==> config.mk <==
export PLATFORM = sky130hd
export DESIGN_NAME = led_blink_pattern_sequencer
export DESIGN_NICKNAME = d
export VERILOG_FILES = /design/src/hw/rtl/lbps_pkg.sv /design/src/hw/rtl/led_blink_pattern_sequencer.sv
export SDC_FILE = /design/constraint.sdc
export NUM_CORES = 1
export LEC_CHECK = 0
export ABC_AREA = 1
export BUFFER_PORTS_ARGS = -buffer_cell sky130_fd_sc_hd__buf_2
export CORE_MARGIN = 3
export CORE_UTILIZATION = 63
export DETAILED_ROUTE_END_ITERATION = 6
export GPL_TIMING_DRIVEN = 1
export PLACE_DENSITY = 0.82
export SYNTH_ARGS = -nofsm -noshare
export SYNTH_HDL_FRONTEND = slang
export SYNTH_SLANG_ARGS = --single-unit
==> constraint.sdc <==
create_clock -name clk -period 4.05 [get_ports clk]
set_clock_uncertainty 0.1 [all_clocks]
set_input_delay 0.405 -clock clk [delete_from_list [all_inputs] [get_ports clk]]
set_output_delay 0.405 -clock clk [all_outputs]
set_load 0.02 [all_outputs]
==> src/hw/rtl/lbps_pkg.sv <==
// Package for the LED blink pattern sequencer.
// Holds widths, tick thresholds, item and mode codes and the sequencer state type.
// It has no dependencies.
package lbps_pkg;

  localparam int TICK_MS = 20;
  localparam int DATA_W  = 16;
  localparam int MODE_W  = 5;
  localparam int KIND_W  = 2;
  localparam int STEP_W  = $clog2(DATA_W);
  localparam int R640_W  = $clog2(640 / TICK_MS);

  localparam logic [DATA_W-1:0] T100  = DATA_W'(100 / TICK_MS);
  localparam logic [DATA_W-1:0] T200  = DATA_W'(200 / TICK_MS);
  localparam logic [DATA_W-1:0] T300  = DATA_W'(300 / TICK_MS);
  localparam logic [DATA_W-1:0] T400  = DATA_W'(400 / TICK_MS);
  localparam logic [DATA_W-1:0] T500  = DATA_W'(500 / TICK_MS);
  localparam logic [DATA_W-1:0] T600  = DATA_W'(600 / TICK_MS);
  localparam logic [DATA_W-1:0] T320  = DATA_W'(320 / TICK_MS);
  localparam logic [DATA_W-1:0] T640  = DATA_W'(640 / TICK_MS);
  localparam logic [DATA_W-1:0] T1000 = DATA_W'(1000 / TICK_MS);
  localparam logic [DATA_W-1:0] T1280 = DATA_W'(1280 / TICK_MS);
  localparam logic [DATA_W-1:0] T3000 = DATA_W'(3000 / TICK_MS);

  localparam logic [KIND_W-1:0] KIND_TICK        = 2'd0;
  localparam logic [KIND_W-1:0] KIND_SET_MODE    = 2'd1;
  localparam logic [KIND_W-1:0] KIND_START_FLASH = 2'd2;

  localparam logic [MODE_W-1:0] MODE_NORMAL           = 5'd0;
  localparam logic [MODE_W-1:0] MODE_TEST_BLE_OK      = 5'd1;
  localparam logic [MODE_W-1:0] MODE_CONFIG           = 5'd2;
  localparam logic [MODE_W-1:0] MODE_BTN_RESET_3S     = 5'd3;
  localparam logic [MODE_W-1:0] MODE_BTN_PRESS_NORMAL = 5'd4;
  localparam logic [MODE_W-1:0] MODE_BTN_RESET_10S    = 5'd5;
  localparam logic [MODE_W-1:0] MODE_BTN_PRESS_CFG    = 5'd6;
  localparam logic [MODE_W-1:0] MODE_PAIR_DOING       = 5'd7;
  localparam logic [MODE_W-1:0] MODE_PAIR_SUCCESS     = 5'd8;
  localparam logic [MODE_W-1:0] MODE_PAIR_FAILED      = 5'd9;
  localparam logic [MODE_W-1:0] MODE_PROV_DOING       = 5'd10;
  localparam logic [MODE_W-1:0] MODE_PROV_DONE        = 5'd11;
  localparam logic [MODE_W-1:0] MODE_FLASH            = 5'd12;
  localparam logic [MODE_W-1:0] MODE_LOW_POWER        = 5'd13;
  localparam logic [MODE_W-1:0] MODE_TEST_DOING       = 5'd14;
  localparam logic [MODE_W-1:0] MODE_TEST_UPGRADE_OK  = 5'd15;
  localparam logic [MODE_W-1:0] MODE_TEST_BLE_FAILED  = 5'd16;
  localparam logic [MODE_W-1:0] MODE_TEST_MODE_FAILED = 5'd17;
  localparam logic [MODE_W-1:0] MODE_TEST_DID_FAILED  = 5'd18;

  typedef enum logic [2:0] {
    ST_IDLE,
    ST_MUL,
    ST_DIV,
    ST_APPLY,
    ST_DONE
  } state_t;

endpackage

==> src/hw/rtl/led_blink_pattern_sequencer.sv <==
// Top level of the two-LED blink pattern sequencer with its shared add/subtract unit.
// Depends on lbps_pkg for widths, thresholds, codes and the state type.
//
// Each input transfer produces exactly one result transfer carrying the LED levels and the
// display mode after the item. A set-mode item or an unused kind goes straight to the done
// state, and a tick that needs no remainder passes through the apply state first. Ticks that
// need a remainder run a divide pass before the apply state: the periodic modes, provision
// done before its timeout and a running flash. The "test BLE failed" mode runs two divide
// passes, and a start-flash item runs a multiply pass. Both passes use one 18-bit add/subtract
// unit that runs a restoring remainder or a shift-add product one bit per cycle.
// The input is stalled until the result is loaded into the output register; a pending
// result does not block the next item until that item's own result is ready.
module led_blink_pattern_sequencer (
  input  logic                           clk,
  input  logic                           rst_n,
  input  logic                           in_valid,
  output logic                           in_stall,
  input  logic [lbps_pkg::KIND_W-1:0]    in_kind,
  input  logic [lbps_pkg::MODE_W-1:0]    in_new_mode,
  input  logic                           in_provisioned,
  input  logic [lbps_pkg::DATA_W-1:0]    in_flash_cycle_arg,
  input  logic [lbps_pkg::DATA_W-1:0]    in_flash_times,
  output logic                           out_valid,
  input  logic                           out_stall,
  output logic                           out_blue_led,
  output logic                           out_yellow_led,
  output logic [lbps_pkg::MODE_W-1:0]    out_mode_now
);
  import lbps_pkg::*;

  state_t              state_r, state_nxt;
  logic [MODE_W-1:0]   active_r, active_nxt;
  logic [MODE_W-1:0]   prev_r, prev_nxt;
  logic [DATA_W-1:0]   tick_r, tick_nxt;
  logic [DATA_W-1:0]   cycle_r, cycle_nxt;
  logic [DATA_W-1:0]   span_r, span_nxt;
  logic                blue_r, blue_nxt;
  logic                yellow_r, yellow_nxt;
  logic                out_valid_r, out_valid_nxt;
  logic                out_blue_r, out_blue_nxt;
  logic                out_yellow_r, out_yellow_nxt;
  logic [MODE_W-1:0]   out_mode_r, out_mode_nxt;

  logic [DATA_W-1:0]   rem_r, rem_nxt;
  logic [DATA_W-1:0]   dvd_r, dvd_nxt;
  logic [DATA_W-1:0]   opb_r, opb_nxt;
  logic [STEP_W-1:0]   cnt_r, cnt_nxt;
  logic [R640_W-1:0]   save_r, save_nxt;
  logic                prov_r, prov_nxt;
  logic                pass_r, pass_nxt;

  logic                is_mul;
  logic                alu_sub;
  logic [DATA_W+1:0]   alu_a;
  logic [DATA_W+1:0]   alu_b;
  logic [DATA_W+1:0]   alu_sum;
  logic [DATA_W-1:0]   step_rem;
  logic [DATA_W-1:0]   tc_w;
  logic [DATA_W-1:0]   divisor_w;
  logic [DATA_W-1:0]   half_cycle;
  logic                expire_acc;
  logic                expire_app;
  logic                need_div;
  logic                last_step;
  logic                blue_first;

  assign in_stall       = (state_r != ST_IDLE);
  assign out_valid      = out_valid_r;
  assign out_blue_led   = out_blue_r;
  assign out_yellow_led = out_yellow_r;
  assign out_mode_now   = out_mode_r;

  // Shared unit: restoring remainder step when dividing, shift-add step when multiplying.
  assign is_mul   = (state_r == ST_MUL);
  assign alu_sub  = !is_mul;
  assign alu_a    = is_mul ? {2'b00, rem_r[DATA_W-2:0], 1'b0}
                           : {1'b0, rem_r, dvd_r[DATA_W-1]};
  assign alu_b    = {2'b00, (is_mul && !dvd_r[DATA_W-1]) ? {DATA_W{1'b0}} : opb_r};
  assign alu_sum  = alu_a + (alu_b ^ {(DATA_W+2){alu_sub}})
                    + {{(DATA_W+1){1'b0}}, alu_sub};
  assign step_rem = (alu_sub && alu_sum[DATA_W+1]) ? alu_a[DATA_W-1:0]
                                                   : alu_sum[DATA_W-1:0];
  assign last_step = (cnt_r == STEP_W'(DATA_W - 1));

  assign tc_w       = (prev_r != active_r) ? '0 : tick_r + DATA_W'(1);
  assign expire_acc = (tc_w > span_r) || (span_r == '0) || (cycle_r == '0);
  assign expire_app = (tick_r > span_r) || (span_r == '0) || (cycle_r == '0);
  assign half_cycle = cycle_r >> 1;
  assign blue_first = (active_r == MODE_TEST_MODE_FAILED);

  always_comb begin
    case (active_r)
      MODE_BTN_PRESS_NORMAL, MODE_BTN_RESET_10S, MODE_BTN_PRESS_CFG: divisor_w = T200;
      MODE_FLASH:                                                   divisor_w = cycle_r;
      MODE_LOW_POWER, MODE_TEST_UPGRADE_OK:                         divisor_w = T1000;
      MODE_TEST_MODE_FAILED, MODE_TEST_DID_FAILED:                  divisor_w = T3000;
      default:                                                      divisor_w = T640;
    endcase
    need_div = (active_r inside {MODE_BTN_PRESS_NORMAL, MODE_BTN_RESET_10S,
                                 MODE_BTN_PRESS_CFG, MODE_PROV_DOING, MODE_LOW_POWER,
                                 MODE_TEST_UPGRADE_OK, MODE_TEST_BLE_FAILED,
                                 MODE_TEST_MODE_FAILED, MODE_TEST_DID_FAILED})
               || ((active_r == MODE_PROV_DONE) && (tc_w < T3000))
               || ((active_r == MODE_FLASH) && !expire_acc);
  end

  always_comb begin
    state_nxt      = state_r;
    active_nxt     = active_r;
    prev_nxt       = prev_r;
    tick_nxt       = tick_r;
    cycle_nxt      = cycle_r;
    span_nxt       = span_r;
    blue_nxt       = blue_r;
    yellow_nxt     = yellow_r;
    rem_nxt        = rem_r;
    dvd_nxt        = dvd_r;
    opb_nxt        = opb_r;
    cnt_nxt        = cnt_r;
    save_nxt       = save_r;
    prov_nxt       = prov_r;
    pass_nxt       = pass_r;
    out_valid_nxt  = out_valid_r && out_stall;
    out_blue_nxt   = out_blue_r;
    out_yellow_nxt = out_yellow_r;
    out_mode_nxt   = out_mode_r;

    case (state_r)
      ST_IDLE: begin
        if (in_valid) begin
          prov_nxt = in_provisioned;
          pass_nxt = 1'b0;
          rem_nxt  = '0;
          cnt_nxt  = '0;
          case (in_kind)
            KIND_TICK: begin
              prev_nxt  = active_r;
              tick_nxt  = tc_w;
              dvd_nxt   = tc_w;
              opb_nxt   = divisor_w;
              state_nxt = need_div ? ST_DIV : ST_APPLY;
            end
            KIND_SET_MODE: begin
              active_nxt = in_new_mode;
              state_nxt  = ST_DONE;
            end
            KIND_START_FLASH: begin
              cycle_nxt  = in_flash_cycle_arg >> 1;
              opb_nxt    = in_flash_cycle_arg >> 1;
              dvd_nxt    = in_flash_times;
              active_nxt = MODE_FLASH;
              tick_nxt   = '0;
              state_nxt  = ST_MUL;
            end
            default: begin
              state_nxt = ST_DONE;
            end
          endcase
        end
      end
      ST_MUL, ST_DIV: begin
        rem_nxt = step_rem;
        dvd_nxt = dvd_r << 1;
        cnt_nxt = cnt_r + STEP_W'(1);
        if (last_step) begin
          if (is_mul) begin
            span_nxt  = step_rem;
            state_nxt = ST_DONE;
          end else begin
            state_nxt = ST_APPLY;
          end
        end
      end
      ST_APPLY: begin
        state_nxt = ST_DONE;
        case (active_r)
          MODE_NORMAL, MODE_TEST_BLE_OK: begin
            blue_nxt   = 1'b0;
            yellow_nxt = 1'b0;
            tick_nxt   = '0;
          end
          MODE_CONFIG: begin
            blue_nxt   = prov_r;
            yellow_nxt = !prov_r;
            tick_nxt   = '0;
          end
          MODE_BTN_RESET_3S: begin
            blue_nxt   = prov_r;
            yellow_nxt = !prov_r;
          end
          MODE_BTN_PRESS_NORMAL: begin
            if (tick_r == DATA_W'(1)) begin
              if (prov_r) blue_nxt = 1'b1;
              else yellow_nxt = 1'b1;
            end else if (tick_r == T100) begin
              blue_nxt   = 1'b0;
              yellow_nxt = 1'b0;
            end
            tick_nxt = rem_r;
          end
          MODE_BTN_RESET_10S, MODE_BTN_PRESS_CFG: begin
            if (tick_r == DATA_W'(1)) begin
              blue_nxt   = 1'b0;
              yellow_nxt = 1'b0;
            end else if (tick_r == T100) begin
              if (prov_r) blue_nxt = 1'b1;
              else yellow_nxt = 1'b1;
            end
            tick_nxt = rem_r;
          end
          MODE_PAIR_DOING: begin
            if (tick_r == DATA_W'(1) || tick_r == T400) begin
              if (prov_r) blue_nxt = 1'b1;
              else yellow_nxt = 1'b1;
            end else if (tick_r == T200 || tick_r == T600) begin
              blue_nxt   = 1'b0;
              yellow_nxt = 1'b0;
            end else if (tick_r == T3000) begin
              tick_nxt = '0;
            end
          end
          MODE_PAIR_SUCCESS, MODE_PAIR_FAILED: begin
            blue_nxt   = 1'b0;
            yellow_nxt = 1'b1;
          end
          MODE_PROV_DOING, MODE_PROV_DONE: begin
            if (active_r == MODE_PROV_DONE && tick_r >= T3000) begin
              active_nxt = MODE_NORMAL;
              blue_nxt   = 1'b1;
              yellow_nxt = 1'b0;
              tick_nxt   = '0;
            end else begin
              if (rem_r == DATA_W'(1)) begin
                blue_nxt   = 1'b0;
                yellow_nxt = 1'b1;
              end else if (rem_r == T320) begin
                blue_nxt   = 1'b1;
                yellow_nxt = 1'b0;
              end
              if (active_r == MODE_PROV_DOING) tick_nxt = rem_r;
            end
          end
          MODE_FLASH: begin
            if (expire_app) begin
              span_nxt   = '0;
              cycle_nxt  = '0;
              tick_nxt   = '0;
              active_nxt = MODE_NORMAL;
            end else if (rem_r == DATA_W'(1)) begin
              blue_nxt   = 1'b0;
              yellow_nxt = 1'b0;
            end else if (rem_r == half_cycle) begin
              if (prov_r) blue_nxt = 1'b1;
              else yellow_nxt = 1'b1;
            end
          end
          MODE_LOW_POWER: begin
            if (rem_r == DATA_W'(1)) begin
              blue_nxt   = 1'b0;
              yellow_nxt = 1'b1;
            end else if (rem_r == T100) begin
              blue_nxt   = 1'b0;
              yellow_nxt = 1'b0;
            end
            tick_nxt = rem_r;
          end
          MODE_TEST_DOING: begin
            blue_nxt   = 1'b1;
            yellow_nxt = 1'b0;
          end
          MODE_TEST_UPGRADE_OK: begin
            if (rem_r == DATA_W'(1)) begin
              blue_nxt   = 1'b1;
              yellow_nxt = 1'b0;
            end else if (rem_r == T100) begin
              blue_nxt   = 1'b0;
              yellow_nxt = 1'b0;
            end
            tick_nxt = rem_r;
          end
          MODE_TEST_BLE_FAILED: begin
            if (!pass_r) begin
              save_nxt  = rem_r[R640_W-1:0];
              pass_nxt  = 1'b1;
              dvd_nxt   = tick_r;
              rem_nxt   = '0;
              cnt_nxt   = '0;
              opb_nxt   = T1280;
              state_nxt = ST_DIV;
            end else begin
              if (DATA_W'(save_r) == DATA_W'(1)) begin
                blue_nxt   = 1'b0;
                yellow_nxt = 1'b1;
              end else if (DATA_W'(save_r) == T320) begin
                blue_nxt   = 1'b1;
                yellow_nxt = 1'b0;
              end
              tick_nxt = rem_r;
            end
          end
          MODE_TEST_MODE_FAILED, MODE_TEST_DID_FAILED: begin
            if (rem_r == DATA_W'(1) || rem_r == T200) begin
              blue_nxt   = blue_first;
              yellow_nxt = !blue_first;
            end else if (rem_r == T100 || rem_r == T300) begin
              blue_nxt   = 1'b0;
              yellow_nxt = 1'b0;
            end else if (rem_r == T400) begin
              blue_nxt   = !blue_first;
              yellow_nxt = blue_first;
            end else if (rem_r == T500) begin
              blue_nxt   = 1'b0;
              yellow_nxt = 1'b0;
            end
            tick_nxt = rem_r;
          end
          default: begin
            tick_nxt   = '0;
            active_nxt = MODE_NORMAL;
          end
        endcase
      end
      ST_DONE: begin
        if (!out_valid_r || !out_stall) begin
          out_valid_nxt  = 1'b1;
          out_blue_nxt   = blue_r;
          out_yellow_nxt = yellow_r;
          out_mode_nxt   = active_r;
          state_nxt      = ST_IDLE;
        end
      end
      default: begin
        state_nxt = ST_IDLE;
      end
    endcase
  end

  always_ff @(posedge clk) begin
    if (!rst_n) begin
      state_r <= ST_IDLE;
    end else begin
      state_r <= state_nxt;
    end
  end

  always_ff @(posedge clk) begin
    if (!rst_n) begin
      active_r    <= MODE_NORMAL;
      prev_r      <= MODE_NORMAL;
      tick_r      <= '0;
      cycle_r     <= '0;
      span_r      <= '0;
      blue_r      <= 1'b0;
      yellow_r    <= 1'b0;
      out_valid_r <= 1'b0;
    end else begin
      active_r    <= active_nxt;
      prev_r      <= prev_nxt;
      tick_r      <= tick_nxt;
      cycle_r     <= cycle_nxt;
      span_r      <= span_nxt;
      blue_r      <= blue_nxt;
      yellow_r    <= yellow_nxt;
      out_valid_r <= out_valid_nxt;
    end
  end

  always_ff @(posedge clk) begin
    rem_r        <= rem_nxt;
    dvd_r        <= dvd_nxt;
    opb_r        <= opb_nxt;
    cnt_r        <= cnt_nxt;
    save_r       <= save_nxt;
    prov_r       <= prov_nxt;
    pass_r       <= pass_nxt;
    out_blue_r   <= out_blue_nxt;
    out_yellow_r <= out_yellow_nxt;
    out_mode_r   <= out_mode_nxt;
  end

`ifndef SYNTH
  a_div_nonzero: assert property (@(posedge clk) disable iff (!rst_n)
    (state_r == ST_DIV) |-> (opb_r != '0))
    else $error("divide pass started with a zero divisor");

  a_rem_bound: assert property (@(posedge clk) disable iff (!rst_n)
    (state_r == ST_APPLY && $past(state_r) == ST_DIV) |-> (rem_r < opb_r))
    else $error("remainder not below divisor after divide pass");

  a_result_from_done: assert property (@(posedge clk) disable iff (!rst_n)
    $rose(out_valid_r) |-> ($past(state_r) == ST_DONE))
    else $error("result became valid outside the done state");

  a_second_pass_mode: assert property (@(posedge clk) disable iff (!rst_n)
    (state_r == ST_APPLY && pass_r) |-> (active_r == MODE_TEST_BLE_FAILED))
    else $error("second divide pass in a mode that needs only one");
`endif

endmodule
==> flow_summary.json, run 1 <==
{
  "status": "finished clean",
  "peakVddDrop_mv": 0.686,
  "synthArstFlopShare_pct": 0,
  "path_cells": "inv_2 -> nor2_4 -> nand2_4 -> clkinv_1 -> buf_4 -> nand3_1 -> o21ai_0 -> ha_1 -> a21oi_1 -> o21ai_0 -> inv_1 -> nor2_1 -> nor4_4 -> nand2_2 -> or2_0 -> a21boi_1 -> inv_1 -> nor2_1",
  "clk_latency_ps": 450,
  "synth-seq-cells": 128,
  "cts_num_sinks": 128,
  "cp.required_ps": 4150,
  "maxCapViolCount": 0,
  "slew-limit-headroom_pct": 42.8,
  "start_kind": "register",
  "worstSetupPathType": "register to register",
  "syn_avg_cell_area_um2": 6.97,
  "grt_pass1_wl_um": 45500,
  "ctsResizeCount": 0,
  "io_pins": 53,
  "first_pass_iters": 6,
  "slew_violations": 0,
  "cts_buffers": 17,
  "power_density_nw_per_um2": 943,
  "die_w_um": 128,
  "p_total_mw": 9.69,
  "syn_area_um2": 9340,
  "fmaxAchievable_mhz": 281,
  "yosysWarnings": 0,
  "routedWlPerCell_um": 18.4,
  "rsz0062_at_grt": "false",
  "root_buffer": "clkbuf_16",
  "row_count": 43,
  "clk_path_buf_depth": 2,
  "synth_area_leaders": "edfxtp_1 21%, dfxtp_1 14%, nand2_1 12%, nor2_1 7.5%, ha_1 7.4%",
  "hold_viol": 0,
  "synthCells": 1339,
  "coreArea_um2": 14200,
  "crit_family": "simple AND/OR/NAND/NOR gates",
  "mappedNetlistNets": 1439,
  "h-tree-depth": 4,
  "overflow": 0,
  "worst-path-max-fanout": 29,
  "cp-end-kind": "register",
  "num_antenna_cells": 0,
  "drc": 0,
  "synthDominantCellAreaShare_pct": 20.9,
  "initial_core_util_pct": 65.7,
  "holdWs_ps": 53.3,
  "cts_setup_buffers": 0,
  "layout_min_cycle_time_ps": 3560,
  "postCtsHoldBufs": 0,
  "hpwlAfterDp_um": 20900,
  "grt_pass1_vias": 8742,
  "yosysSeqAreaShare_pct": 34.4,
  "cp_slowest_cell": "nand2_2",
  "dieArea_um2": 16300,
  "path_buf_inv": 5,
  "worstPathArrival_ps": 3660,
  "nets": 1475,
  "ant_nets": 0,
  "vias_per_cell": 6.07,
  "slowest_delay_ps": 400,
  "vias": 9514,
  "antenna_found_initial": 0,
  "drt_iter0_drc": 1282,
  "place.port_buffers": 51,
  "postRouteWirelength_um": 28800,
  "grt_usage_pct": 35.4,
  "cts.clk_slew.worst_paths_ps": 70,
  "cts_tree": "yes",
  "die_h_um": 128,
  "n_fill_cell": 1223,
  "synth_area_leader_cell": "edfxtp_1",
  "gp_congestion": 0.965,
  "finalCritPeriodShare_pct": 87.9,
  "hold_class": "primary input to register",
  "grt_start_max_net_pins": 48,
  "setup_viol": 0,
  "tightest_slew_ps": 856,
  "synth_edf_count": 65,
  "synth_cell_types": 59,
  "finalSetupTns_ps": 0,
  "synth_flop_cell": "edfxtp_1",
  "leakage_nw": 4.59,
  "syn2layout_area_growth_pct": 10.1,
  "drive_above_1_share_pct": 10.7
}
==> per-layer routing <==
layer	up-vias	part of all wire [%]	global-route usage (%)	routed length, µm
met5	-	0	0	0
met4	0	3.6	13.2	1030
met3	100	11	7.04	3050
met2	576	45	55.9	13000
met1	4254	41	48.3	11700
li1	4584	-	-	-
==> cell type report <==
type | count | area [µm²] | area share (%)
clock buffer | 17 | 425 | 4.14
clock inverter | 15 | 161 | 1.57
inverter | 154 | 578 | 5.62
multi-input combinational | 1007 | 5300 | 51.6
sequential | 128 | 3210 | 31.3
tap | 180 | 225 | 2.19
timing repair buffer | 67 | 375 | 3.65
==> power by group <==
group	internal [mW]	switching, mW
sequential	2.02	0.695
clock	0.824	0.719
combinational	1.84	3.60
total	4.68	5.01
==> logic make-up after synthesis <==
group           synth area share (%)
simple gates                    30.7
fa+ha+maj                       7.58
buf+inv                         8.94
flops                           34.4
xor+xnor                        2.34
compound gates                  16.0
==> state kept, by name, summed over array words and instances (netlist names), 3 cells and up <==
name / flops
cnt_r: 4
dvd_r: 16
cycle_r: 15
state_r: 3
prev_r: 5
rem_r: 16
opb_r: 15
span_r: 16
active_r: 5
out_mode_now: 5
save_r: 5
tick_r: 16
==> through the flow <==
| step | setup slack (ps) | cells | cell area (µm²) | utilization (%) |
|---|---|---|---|---|
| 4_1_cts | 510 | 1568 | 10300 | 72.4 |
| 3_3_place_gp | 649 | 1536 | 9690 | 68.2 |
| 5_1_grt | 144 | 1568 | 10300 | 72.4 |
| 6_report | 489 | 1568 | 10300 | 72.4 |
| 3_5_place_dp | 526 | 1536 | 9690 | 68.2 |
| 2_1_floorplan | 644 | 1339 | 9340 | - |
==> path summary, 6_finish.rpt <==
kind	cells after the start	endpoint	start	slack [ps]
worst max register to register	18	rem_r[15]$_SDFFCE_PP0P_	state_r[0]$_SDFFE_PN0P_	490
worst min-delay path	1	prov_r$_DFFE_PP_	in_provisioned	50
worst max-delay path	18	rem_r[15]$_SDFFCE_PP0P_	state_r[0]$_SDFFE_PN0P_	490
worst min register to register	2	span_r[4]$_SDFFE_PN0P_	span_r[4]$_SDFFE_PN0P_	370
==> synth_stat cells, types with 2 or more instances <==
| cell type | instances |
|---|---|
| buf_1 | 2 |
| nor2_1 | 187 |
| xor2_1 | 17 |
| a21oi_2 | 2 |
| nand4_1 | 23 |
| a21oi_1 | 94 |
| clkbuf_1 | 28 |
| a31o_2 | 2 |
| a32oi_1 | 2 |
| o21ai_0 | 91 |
| o21ai_1 | 18 |
| inv_2 | 10 |
| a211oi_1 | 2 |
| nand3b_1 | 5 |
| nor3_1 | 28 |
| or2_2 | 2 |
| a22oi_1 | 17 |
| nand2_2 | 9 |
| nand2_4 | 2 |
| dfxtp_1 | 63 |
| nor2_4 | 2 |
| nand2_1 | 289 |
| o22ai_1 | 16 |
| ha_1 | 55 |
| buf_2 | 8 |
| nand3_1 | 91 |
| clkinv_1 | 2 |
| edfxtp_1 | 65 |
| nor2_2 | 6 |
| inv_1 | 142 |
| buf_4 | 5 |
| a31oi_1 | 3 |
| o31ai_1 | 3 |
| o21ai_2 | 5 |
| o211ai_1 | 4 |
| xnor2_1 | 8 |
| buf_6 | 4 |
| nor4_1 | 6 |
==> placed cells by master (no fill, tap or decap), drive strengths merged, types with 16 or more instances in the layout <==
cell type and instances:
edfxtp 65, inv 162, clkbuf 17, dfxtp 63, ha 55, nor2 195
nor3 29, a22oi 17, nand4 23, xor2 17, buf 67, o22ai 16
o21ai 114, nand2 300, nand3 93, a21oi 96
(Power assumes the default switching activity.)
==> run 2: changes to the inputs <==
PLACE_DENSITY = 0.92   (was 0.82)
RECOVER_POWER = 50   (was unset)
==> run 2 against run 1 <==
Critical path depth down 6; clock power is essentially flat; global-route usage down 0.19 points; total power about the same; sequential share of layout area is 0.11 points higher; wire length decreased by 2.1%.
==> flow_summary.json, run 2 (synthesized netlist as in run 1, its figures left out) <==
{
  "row_count": 43,
  "cts.clk_slew.worst_paths_ps": 60,
  "num_antenna_cells": 0,
  "cts_buffers": 17,
  "final_cell_mix": "289 x nand2_1, 187 x nor2_1, 143 x inv_1",
  "cts_setup_buffers": 0,
  "pre_cts_ws_ps": 279,
  "grt.met3_usage_pct": 7.83,
  "drt_iter0_drc": 1350,
  "worstSetupPathType": "register to register",
  "place.port_buffers": 51,
  "antenna_found_initial": 0,
  "drc": 0,
  "dieArea_um2": 16300,
  "nets": 1473,
  "ant_nets": 0,
  "coreArea_um2": 14200,
  "status": "finished clean",
  "h-tree-depth": 4,
  "grt_usage_pct": 35.2,
  "layout.cells.non_filler": 1566,
  "hp-start": "in_provisioned",
  "finalCritPeriodShare_pct": 92.9,
  "syn2layout_area_growth_pct": 9.70,
  "cp.required_ps": 4300,
  "rsz0062_at_grt": "false",
  "routedWlPerCell_um": 18.0,
  "use_met1_pct": 46.1,
  "root_buffer": "clkbuf_16",
  "cp-startpoint": "state_r[2]$_SDFFE_PN0P_",
  "p_total_mw": 9.70,
  "vias": 9695,
  "overflow": 0,
  "timing.final.ws_setup_ps": 287,
  "drive_above_1_share_pct": 9.31,
  "place_inst": 1534,
  "first_pass_iters": 6,
  "maxCapViolCount": 0,
  "cp-end-kind": "register",
  "worst-path-max-fanout": 20,
  "power_density_nw_per_um2": 947,
  "grt_start_max_net_pins": 51,
  "cts_tree": "yes",
  "die_h_um": 128,
  "setup_viol": 0,
  "r2r_start": "state_r[2]$_SDFFE_PN0P_",
  "io_pins": 53,
  "finalSetupTns_ps": 0,
  "postRouteWirelength_um": 28200,
  "grt_pass1_wl_um": 45300,
  "slew-limit-headroom_pct": 24.9,
  "hold_viol": 0,
  "n_fill_cell": 1141,
  "initial_core_util_pct": 65.7,
  "slew_violations": 0,
  "hpwlAfterDp_um": 20500,
  "layout_commonest_cell": "nand2_1",
  "hold_class": "primary input to register",
  "clk_path_buf_depth": 2,
  "grt.busiest_layer": "met2",
  "worstPathArrival_ps": 4020,
  "gp_congestion": 0.975,
  "peakVddDrop_mv": 0.451,
  "fmaxAchievable_mhz": 266,
  "clk_latency_ps": 430,
  "cts_num_sinks": 128,
  "leakage_nw": 4.53,
  "layout_min_cycle_time_ps": 3760,
  "tightest_slew_ps": 1130,
  "grtUsageMet2_pct": 55.4,
  "vias_per_cell": 6.19,
  "dpl_cell_area_um2": 9680,
  "die_w_um": 128,
  "start_kind": "register",
  "fin_area_um2": 10200,
  "grt_pass1_vias": 8991
}
-- run 2: cell types whose count changed in the layout (fill, tap and decap cells not counted), moves of 6 or more --
cell | before | now
clkbuf_1 | 0 | 14
buf_4 | 16 | 9
buf_2 | 51 | 42
inv_6 | 7 | 1
-- run 2: path summary, 6_finish.rpt --
kind | endpoint | slack [ps] | cells after the start
min | prov_r$_DFFE_PP_ | 70 | 1
min reg2reg | span_r[12]$_SDFFE_PN0P_ | 370 | 2
max | span_r[9]$_SDFFE_PN0P_ | 290 | 12
max reg2reg | span_r[9]$_SDFFE_PN0P_ | 290 | 12
-- run 2: power by group --
part	internal (mW)	switching [mW]	total, mW
Sequential	2.02	0.704	2.73
Clock	0.965	0.605	1.57
Combinational	1.81	3.59	5.40
Total	4.80	4.90	9.70
-- run 2: metal layers --
| layer | vias to the layer above | share of wire, % | wire length [µm] |
|---|---|---|---|
| met5 | - | 0 | 0 |
| met4 | 0 | 4.6 | 1300 |
| met3 | 128 | 11 | 3220 |
| met2 | 621 | 45 | 12700 |
| met1 | 4375 | 39 | 11000 |
| li1 | 4571 | - | - |
-- run 2: repair_timing --
| action | CTS | global route |
|---|---|---|
| resized for setup | 0 | 1 |
| setup endpoints to repair | 0 | 24 |
| endpoints found under the hold margin | 0 | 0 |
| hold buffers | 0 | 0 |
-- run 2: area by class of cell --
| class | instances | area (µm²) | area share [%] |
|---|---|---|---|
| Sequential cell | 128 | 3210 | 31.4 |
| Clock buffer | 18 | 429 | 4.19 |
| Clock inverter | 14 | 166 | 1.62 |
| Tap cell | 180 | 225 | 2.20 |
| Multi-Input combinational cell | 1007 | 5300 | 51.7 |
| Inverter | 154 | 582 | 5.68 |
| Timing Repair Buffer | 65 | 332 | 3.24 |
-- run 2: worst max-delay path, cell delays in order (launching register included) --
cell	delay [ps]
dfxtp_1	390
clkbuf_1	670
inv_1	170
nand3_1	200
nand2_2	290
inv_1	120
buf_4	240
o21ai_0	260
nor3_1	270
nand3_2	390
inv_2	320
nand2_1	110
a21oi_1	150
-- run 2: through the flow --
stage | utilization (%) | hold slack (ps)
CTS | 72.3 | 60.6
global placement | 68.1 | 345
detailed placement | 68.1 | 348
global route | 72.1 | 54.4
floorplan | - | 303
finish | 72.1 | 70.2
